<file path="config.mk">
export PLATFORM = sky130hd
export DESIGN_NAME = hso_ctrl
export DESIGN_NICKNAME = d
export VERILOG_FILES = /design/src/rtl/core/hso_pkg.sv /design/src/rtl/core/hso_ctrl.sv
export SDC_FILE = /design/constraint.sdc
export NUM_CORES = 1
export LEC_CHECK = 0
export ABC_CLOCK_PERIOD_IN_PS = 2300
export BUFFER_PORTS_ARGS = -buffer_cell sky130_fd_sc_hd__buf_4
export CAP_MARGIN = 20
export CORE_MARGIN = 1.5
export CORE_UTILIZATION = 53
export DETAILED_ROUTE_END_ITERATION = 10
export PLACE_DENSITY = 0.8
export SLEW_MARGIN = 20
export SYNTH_ARGS = -nofsm -noshare
export SYNTH_HDL_FRONTEND = slang
export SYNTH_SLANG_ARGS = --single-unit
</file>
<file path="constraint.sdc">
create_clock -name clock -period 2.3 [get_ports clock]
set_clock_uncertainty 0.15 [all_clocks]
set_input_delay 0 -clock clock [delete_from_list [all_inputs] [get_ports clock]]
set_output_delay 0 -clock clock [all_outputs]
set_load 0.05 [all_outputs]
</file>
<file path="src/rtl/core/hso_pkg.sv">
// Shared types and constants for the Horn-Schunck optical flow engine.
// Holds the request/response/config structs, controller state and datapath commands.
// No dependencies.
package hso_pkg;

   localparam int PIX_W   = 8;
   localparam int GRAD_W  = 12;
   localparam int FLOW_W  = 20;
   localparam int SUM_W   = 24;
   localparam int MA_W    = 13;
   localparam int NSUM_W  = 32;
   localparam int PROD_W  = 45;
   localparam int DEN_W   = 25;
   localparam int QUOT_W  = PROD_W + 1;
   localparam int EXT_W   = QUOT_W + 1;
   localparam int DCNT_W  = 6;

   localparam int FLOW_MAX    = 524287;
   localparam int FLOW_MIN    = -524288;
   localparam int AVG_DIVISOR = 12;
   localparam int T_SHIFT     = 10;

   // ceil(2^27 / 12); floor(m * AVG_RECIP >> 27) == m / 12 for m below 2^23
   localparam int               AVG_SHIFT  = 27;
   localparam int               AVG_PROD_W = 2 * SUM_W;
   localparam logic [SUM_W-1:0] AVG_RECIP  = 24'd11184811;

   localparam logic [1:0] OP_LOAD    = 2'd0;
   localparam logic [1:0] OP_COMPUTE = 2'd1;
   localparam logic [1:0] OP_READ    = 2'd2;

   localparam logic [1:0] CSR_FRAME_WIDTH  = 2'd0;
   localparam logic [1:0] CSR_FRAME_HEIGHT = 2'd1;
   localparam logic [1:0] CSR_ITER_COUNT   = 2'd2;
   localparam logic [1:0] CSR_ALPHA        = 2'd3;

   localparam logic RSP_DONE = 1'b0;
   localparam logic RSP_FLOW = 1'b1;

   localparam logic [2:0] TAP_FIRST  = 3'd0;
   localparam logic [2:0] TAP_G_LAST = 3'd3;
   localparam logic [2:0] TAP_J_LAST = 3'd7;

   typedef struct packed {
      logic [1:0]  op;
      logic [15:0] pixel_index;
      logic [7:0]  sample_first;
      logic [7:0]  sample_second;
   } req_type;

   typedef struct packed {
      logic                     result_kind;
      logic signed [FLOW_W-1:0] flow_u;
      logic signed [FLOW_W-1:0] flow_v;
   } rsp_type;

   typedef struct packed {
      logic [8:0]  frame_width;
      logic [8:0]  frame_height;
      logic [9:0]  iteration_count;
      logic [11:0] smoothness_alpha;
   } cfg_type;

   typedef enum logic [4:0] {
      ST_IDLE, ST_RD_DONE, ST_G_TAP, ST_G_WAIT, ST_G_WR, ST_J_TAP, ST_J_WAIT,
      ST_BU_DIV, ST_BU_WAIT, ST_BV_DIV, ST_BV_WAIT, ST_M_AA, ST_M_XX, ST_M_YY,
      ST_M_XU, ST_M_YV, ST_N_SUM, ST_M_XN, ST_U_DIV, ST_U_WAIT, ST_M_YN,
      ST_V_DIV, ST_V_WAIT, ST_J_WR, ST_DONE
   } ctrl_state_type;

   typedef enum logic [4:0] {
      DP_NONE, DP_LOAD, DP_RD_ISSUE, DP_RD_DONE, DP_START, DP_G_TAP, DP_G_WR,
      DP_J_TAP, DP_BU_DIV, DP_BU_CAP, DP_BV_DIV, DP_BV_CAP, DP_M_AA, DP_M_XX,
      DP_M_YY, DP_M_XU, DP_M_YV, DP_N_SUM, DP_M_XN, DP_U_DIV, DP_U_CAP, DP_M_YN,
      DP_V_DIV, DP_V_CAP, DP_J_WR, DP_FINISH
   } dp_op_type;

   typedef struct packed {
      dp_op_type  op;
      logic [2:0] tap;
   } dp_cmd_type;

   typedef struct packed {
      logic rsp_full;
      logic div_done;
      logic last_pix;
      logic last_iter;
      logic no_iter;
   } dp_status_type;

endpackage

</file>
<file path="src/rtl/core/hso_ctrl.sv">
// Controller: sequences loads, reads, the derivative sweep and the Jacobi passes.
// Talks to hso_dp through dp_cmd_type / dp_status_type; uses hso_pkg.
module hso_ctrl import hso_pkg::*; (
   input  logic          clock,
   input  logic          reset,
   input  logic          req_valid,
   input  logic [1:0]    req_op,
   output logic          req_stall,
   input  dp_status_type status,
   output dp_cmd_type    cmd
);

   ctrl_state_type state_ff, state_in;
   logic [2:0]     tap_ff, tap_in;

   always_ff @(posedge clock) begin
      if (reset) begin
         state_ff <= ST_IDLE;
         tap_ff   <= TAP_FIRST;
      end else begin
         state_ff <= state_in;
         tap_ff   <= tap_in;
      end
   end

   always_comb begin
      state_in  = state_ff;
      tap_in    = tap_ff;
      cmd.op    = DP_NONE;
      cmd.tap   = tap_ff;
      req_stall = 1'b1;
      case (state_ff)
         ST_IDLE: begin
            req_stall = status.rsp_full && (req_op != OP_LOAD);
            if (req_valid && !req_stall) begin
               case (req_op)
                  OP_LOAD: cmd.op = DP_LOAD;
                  OP_COMPUTE: begin
                     cmd.op   = DP_START;
                     tap_in   = TAP_FIRST;
                     state_in = ST_G_TAP;
                  end
                  OP_READ: begin
                     cmd.op   = DP_RD_ISSUE;
                     state_in = ST_RD_DONE;
                  end
                  default: ;
               endcase
            end
         end
         ST_RD_DONE: begin
            cmd.op   = DP_RD_DONE;
            state_in = ST_IDLE;
         end
         ST_G_TAP: begin
            cmd.op = DP_G_TAP;
            tap_in = tap_ff + 3'd1;
            if (tap_ff == TAP_G_LAST) begin
               tap_in   = TAP_FIRST;
               state_in = ST_G_WAIT;
            end
         end
         ST_G_WAIT: state_in = ST_G_WR;
         ST_G_WR: begin
            cmd.op = DP_G_WR;
            if (!status.last_pix) state_in = ST_G_TAP;
            else if (status.no_iter) state_in = ST_DONE;
            else state_in = ST_J_TAP;
         end
         ST_J_TAP: begin
            cmd.op = DP_J_TAP;
            tap_in = tap_ff + 3'd1;
            if (tap_ff == TAP_J_LAST) begin
               tap_in   = TAP_FIRST;
               state_in = ST_J_WAIT;
            end
         end
         ST_J_WAIT: state_in = ST_BU_DIV;
         ST_BU_DIV: begin
            cmd.op   = DP_BU_DIV;
            state_in = ST_BU_WAIT;
         end
         ST_BU_WAIT: begin
            cmd.op   = DP_BU_CAP;
            state_in = ST_BV_DIV;
         end
         ST_BV_DIV: begin
            cmd.op   = DP_BV_DIV;
            state_in = ST_BV_WAIT;
         end
         ST_BV_WAIT: begin
            cmd.op   = DP_BV_CAP;
            state_in = ST_M_AA;
         end
         ST_M_AA: begin
            cmd.op   = DP_M_AA;
            state_in = ST_M_XX;
         end
         ST_M_XX: begin
            cmd.op   = DP_M_XX;
            state_in = ST_M_YY;
         end
         ST_M_YY: begin
            cmd.op   = DP_M_YY;
            state_in = ST_M_XU;
         end
         ST_M_XU: begin
            cmd.op   = DP_M_XU;
            state_in = ST_M_YV;
         end
         ST_M_YV: begin
            cmd.op   = DP_M_YV;
            state_in = ST_N_SUM;
         end
         ST_N_SUM: begin
            cmd.op   = DP_N_SUM;
            state_in = ST_M_XN;
         end
         ST_M_XN: begin
            cmd.op   = DP_M_XN;
            state_in = ST_U_DIV;
         end
         ST_U_DIV: begin
            cmd.op   = DP_U_DIV;
            state_in = ST_U_WAIT;
         end
         ST_U_WAIT: if (status.div_done) begin
            cmd.op   = DP_U_CAP;
            state_in = ST_M_YN;
         end
         ST_M_YN: begin
            cmd.op   = DP_M_YN;
            state_in = ST_V_DIV;
         end
         ST_V_DIV: begin
            cmd.op   = DP_V_DIV;
            state_in = ST_V_WAIT;
         end
         ST_V_WAIT: if (status.div_done) begin
            cmd.op   = DP_V_CAP;
            state_in = ST_J_WR;
         end
         ST_J_WR: begin
            cmd.op = DP_J_WR;
            if (status.last_pix && status.last_iter) state_in = ST_DONE;
            else state_in = ST_J_TAP;
         end
         ST_DONE: begin
            cmd.op   = DP_FINISH;
            state_in = ST_IDLE;
         end
         default: state_in = ST_IDLE;
      endcase
   end

`ifndef ASSERT_OFF
   a_busy_stalls: assert property (@(posedge clock) disable iff (reset)
      state_ff != ST_IDLE |-> req_stall)
      else $error("request taken while busy");
   a_finish_room: assert property (@(posedge clock) disable iff (reset)
      state_ff == ST_DONE |-> !status.rsp_full)
      else $error("completion would overwrite a pending response");
   a_read_done: assert property (@(posedge clock) disable iff (reset)
      cmd.op == DP_RD_ISSUE |=> cmd.op == DP_RD_DONE)
      else $error("read issue not followed by read response");
   a_cap_on_done: assert property (@(posedge clock) disable iff (reset)
      (cmd.op == DP_U_CAP || cmd.op == DP_V_CAP) |-> status.div_done)
      else $error("quotient captured before divider finished");
`endif

endmodule
</file>
**After elaboration in Yosys (flattened, before gate mapping)**

Index checks and enable logic that the tools add are counted.

- Reduce and logical (&&, ||, !) cells: 10
- Muxes and demuxes: 21
- Eq/ne operators: 35
- Add/subtract/negate cells: 1

Operators by type and width:

| operator | count |
|---|---|
| $pmux W5 S23 | 2 |
| $mux W5 | 10 |
| $eq A5 B5 Y1 const B | 9 |
| $eq A5 B4 Y1 const B | 8 |
| $eq A5 B3 Y1 const B | 4 |
| $pmux W3 S3 | 2 |
| $mux W3 | 5 |
| $eq A5 B2 Y1 const B | 2 |
| $ne A2 B2 Y1 const B | 5 |
| $pmux W5 S2 | 1 |
| $reduce_and A6 Y1 | 1 |
| $eq A5 B1 Y1 const B | 1 |
| $logic_not A5 Y1 | 1 |
| $add A3 B1 Y3 const B | 1 |
| $eq A3 B2 Y1 const B | 1 |
| $eq A3 B3 Y1 const B | 1 |
| $logic_and A1 B1 Y1 | 3 |
| $ne A3 B1 Y1 const B | 1 |
| $reduce_and A3 Y1 | 1 |
| $reduce_bool A3 Y1 | 1 |
| $eq A2 B1 Y1 const B | 1 |
| $eq A2 B2 Y1 const B | 1 |
| $logic_not A2 Y1 | 1 |
| $ne A2 B1 Y1 const B | 1 |
| other kinds (3) | 3 |

- Bits in registers: 8
- Logic and storage cells: 69
- Output and inout port bits: 9
- Input port bits: 10

**Depth between registers and ports, before layout**

- Depth after elaboration: 6
- Mapped depth: 7

**Worst setup path before layout**

OpenSTA, ideal clock, no wires.

- Path kind: register to register
- From: register tap_ff[0]
- To: register state_ff[0]
- Clock period less this slack: 2045 ps
- Setup time: 92 ps
- Arrival: 1803 ps
- Cell stages (with the launch flop): 6
- Buffers on the path: 0
- Path slack: 255 ps
- Cells stage by stage: dfxtp_1 > ha_1 > ha_1 > o22ai_1 > or3_1 > o32ai_1

- Longest elaborated chain between the ends: 3
- Elaborated cells on any way between the ends: 5

Ends and longest elaborated chain:

| what | RTL line | source |
|---|---|---|
| from (decl) | hso_ctrl.sv:14 | `logic [2:0] tap_ff, tap_in;` |
| from (signal assigned) | hso_ctrl.sv:22 | `tap_ff <= tap_in;` |
| $eq A3 B3 Y1 / $eq A3 B2 Y1 (equally long branches) | hso_ctrl.sv:73, hso_ctrl.sv:58 |  |
| $ne A2 B2 Y1 (no source line) | -- |  |
| $reduce_and A6 Y1 (no source line) (*) | -- |  |
| to (signal assigned) | hso_ctrl.sv:21 | `state_ff <= state_in;` |
| to (decl) | hso_ctrl.sv:13 | `ctrl_state_type state_ff, state_in;` |

Mark *: on every way between the ends. The rest lies on a longest branch, timed or not.
A chain may end at the register's enable or synchronous reset.

==> metrics.md <==
| Metric | Value |
|---|---|
| Max Fclk | 476 MHz |
| CP Buf/Inv Count | 2 |
| Area leader, netlist | dfxtp_1 |
| Slew Limit Fails | 0 |
| Routed wire per std cell | 15.2 µm |
| CP arrival | 1.95 ns |
| Sequential share of power | 0.220 |
| Syn_nets | 151 |
| Post-CTS setup buffers | 0 |
| Number of fill cells | 130 |
| Clock Tree Buf Depth | 2 |
| Startpoint Class | flip-flop |
| Largest net degree at the start of global routing | 15 |
| Post-DP HPWL | 1.97 mm |
| Final setup viols | 0 |
| Die width | 44.3 µm |
| CTS tree | built |
| Netlist cell types | 39 |
| 1st-iter DRT viols | 62 |
| Post-synthesis cell count | 137 |
| Register area | 160 µm² |
| FFs w/ async S/R, synth | 0 |
| Switch Pwr | 0.000468 W |
| Initial antenna violation count | 0 |
| Placement Rows | 14 |
| Max_cap viols | 0 |
| Max H-tree Level | 1 |
| Drt drc | 0 |
| Synthesized area per cell | 6.61 µm² |
| Antenna Cells | 0 |
| Status | complete, no violations |
| Hold path start | status[0] |
| Hold WC Path Type | in2reg |
| Latest clock arrival within the worst-skew pair | 0.27 ns |
| Required @ worst endpoint | 2.15 ns |
| Vias/cell | 6.34 |
| Area of the multi-input gates | 664 µm² |
| Critical path fanouts, max | 14 |
| Final setup TNS | 0 ns |
| Comb power frac | 0.651 |
| Pint | 0.000431 W |
| Ports | 19 |
| Sw Ratio | 0.521 |
| Total track usage | 0.309 |
| GPL Wtd Cong | 0.909 |
| Crit-path max cell delay | 0.47 ns |
| CP startpoint | state_ff[1]$_SDFFE_PP0P_ |
| Worst setup EP type | output pin |
| Rel. slew slack | 0.668 |
| Root buffer cell | clkbuf_4 |
| Leak Pwr | 0.429 nW |
| Via count | 1,091 |
| Final period util | 0.913 |
| CTS clk-pin slew, worst paths | 0.05 ns |
| Nets@finish | 172 |
| Top FF cell, synth | dfxtp_1 |
| Maximum vdd ir drop | 539 µV |
| IO buf count | 18 |
| First-pass GRT wire length | 4.56 mm |
| Post-synth EDFFs | 0 |
| Seq cells post-synth | 8 |
| CTS sink count | 8 |
| Crit path max-delay family | compound AO/OA/AOI/OAI gates |
| Vias in the first global route | 982 |
| Clk pwr share | 0.129 |
| Crit path time final | 2.10 ns |
| Most frequent cells in the layout | 23 x buf_4, 19 x nand2_1, 13 x o21ai_0, 10 x a21oi_1, 8 x dfxtp_1 |
| Yosys warns | 0 |
| TritonRoute pass-1 iters | 5 |
| Final hold viol count | 0 |
| Worst r2r src | state_ff[2]$_SDFFE_PP0P_ |
| Die area | 1970 µm² |
| Core Box Area | 1560 µm² |
| Seq/Total Area, Yosys | 0.177 |
| Worst Hold Slack | 0.0155 ns |
| Synth top area share | 0.177 |
| Initial Util | 0.581 |
| Synth-to-layout area growth | 20.7% |
| RSZ-0062 raised after global routing | no |
| Die Ht | 44.3 µm |
| Layout cell share with drive strength beyond 1 | 0.199 |
| Synthesized area | 906 µm² |
| CTS buffer count | 3 |
| WL final | 2.61 mm |
| Most common cell after layout, fill and taps aside | buf_4 |
| ANT nets after route | 0 |
| Slowest CP cell | dfxtp_1 |
| Pwr dens | 822 nW/µm² |
| Largest cells by area after synthesis | dfxtp_1 18%, nand2_1 7.9%, o21ai_0 7.7% |
| Worst-Margin Slew | 0.496 ns |
| Kind of critical path | reg2out |
| Most used cell, CP | buf_4 |
| Gr ovfl total | 0 |
| Cells along the critical path | buf_4 > nand2b_1 > o21ai_0 > nand2_1 > o21ai_1 > a31o_2 > buf_4 |
==> worst reg2reg max path: cells and delay by family (launching register included) <==
family	cells	cell delay (ns)
AOI/OAI and AO/OA	2	0.45
and+or+nand+nor	3	0.74
DFF	1	0.58
==> layout make-up <==
type / instances / share of cell area
Multi-Input combinational cell: 111 / 0.608
Inverter: 9 / 0.0309
Timing Repair Buffer: 25 / 0.176
Sequential cell: 8 / 0.146
Tap cell: 16 / 0.0183
Clock buffer: 3 / 0.0206
==> logic make-up (layout without fill, tap and decap cells) <==
family                     Yosys count  in the layout  share of synthesized area
AOI/OAI and AO/OA                   47             47                      0.333
xor gates and xnor gates             3              3                     0.0290
adders and majority gates            4              4                     0.0553
buffers and inverters               18             37                     0.0898
DFF                                  8              8                      0.177
and+or+nand+nor                     57             57                      0.316
==> per-stage QoR <==
step / setup slack (ns) / area, µm² / total power [W] / util / instances
after floorplan: 0.255 / 906 / 0.000625 / - / 137
final: 0.200 / 1090 / 0.000899 / 0.701 / 172
after global routing: 0.0911 / 1090 / 0.000965 / 0.701 / 172
after CTS: 0.198 / 1090 / 0.000887 / 0.701 / 172
after global placement: 0.330 / 1050 / 0.000763 / 0.674 / 167
after detailed placement: 0.341 / 1050 / 0.000770 / 0.674 / 167
==> path summary, 6_finish.rpt <==
kind | end | slack [ns] | cells after the start
worst max-delay path | cmd[5] | 0.20 | 7
worst min-delay path | state_ff[3]$_SDFFE_PP0P_ | 0.02 | 5
worst max register to register | state_ff[2]$_SDFFE_PP0P_ | 0.27 | 5
worst min register to register | tap_ff[1]$_SDFFE_PP0P_ | 0.34 | 2
==> sequential cells by signal, indices dropped and copies added (netlist names) <==
register,flops
state_ff,5
tap_ff,3
==> cell usage after synthesis (all sizes together), types with 3 or more instances <==
library cell / count
nor3: 3
dfxtp: 8
nand4: 3
nor2: 8
xnor2: 3
o21ai: 14
a21oi: 10
o32ai: 3
nand3: 6
nand2: 19
ha: 4
clkbuf: 5
nand2b: 5
buf: 4
inv: 9
nor2b: 6
a31oi: 3
==> layer usage <==
metal / global-route usage / vias to the layer above / part of all wire
met5: 0 / - / 0
met4: 0.127 / 0 / 0.029
met3: 0.0163 / 12 / 0.067
met2: 0.482 / 53 / 0.46
met1: 0.441 / 484 / 0.45
li1: - / 542 / -
==> power groups by stage <==
stage | Sequential, W | Clock [W] | Combinational, W
floorplan | 0.000201 | 0 | 0.000425
global placement | 0.000196 | 0 | 0.000567
detailed placement | 0.000200 | 0 | 0.000570
CTS | 0.000196 | 0.000114 | 0.000576
global route | 0.000202 | 0.000124 | 0.000639
finish | 0.000198 | 0.000116 | 0.000585
==> what timing repair did <==
action,in CTS,in global routing
setup endpoints to repair,0,1
hold buffers,2,0
gates resized for setup,0,1
endpoints found under the hold margin,5,0
(Power assumes the default switching activity.)
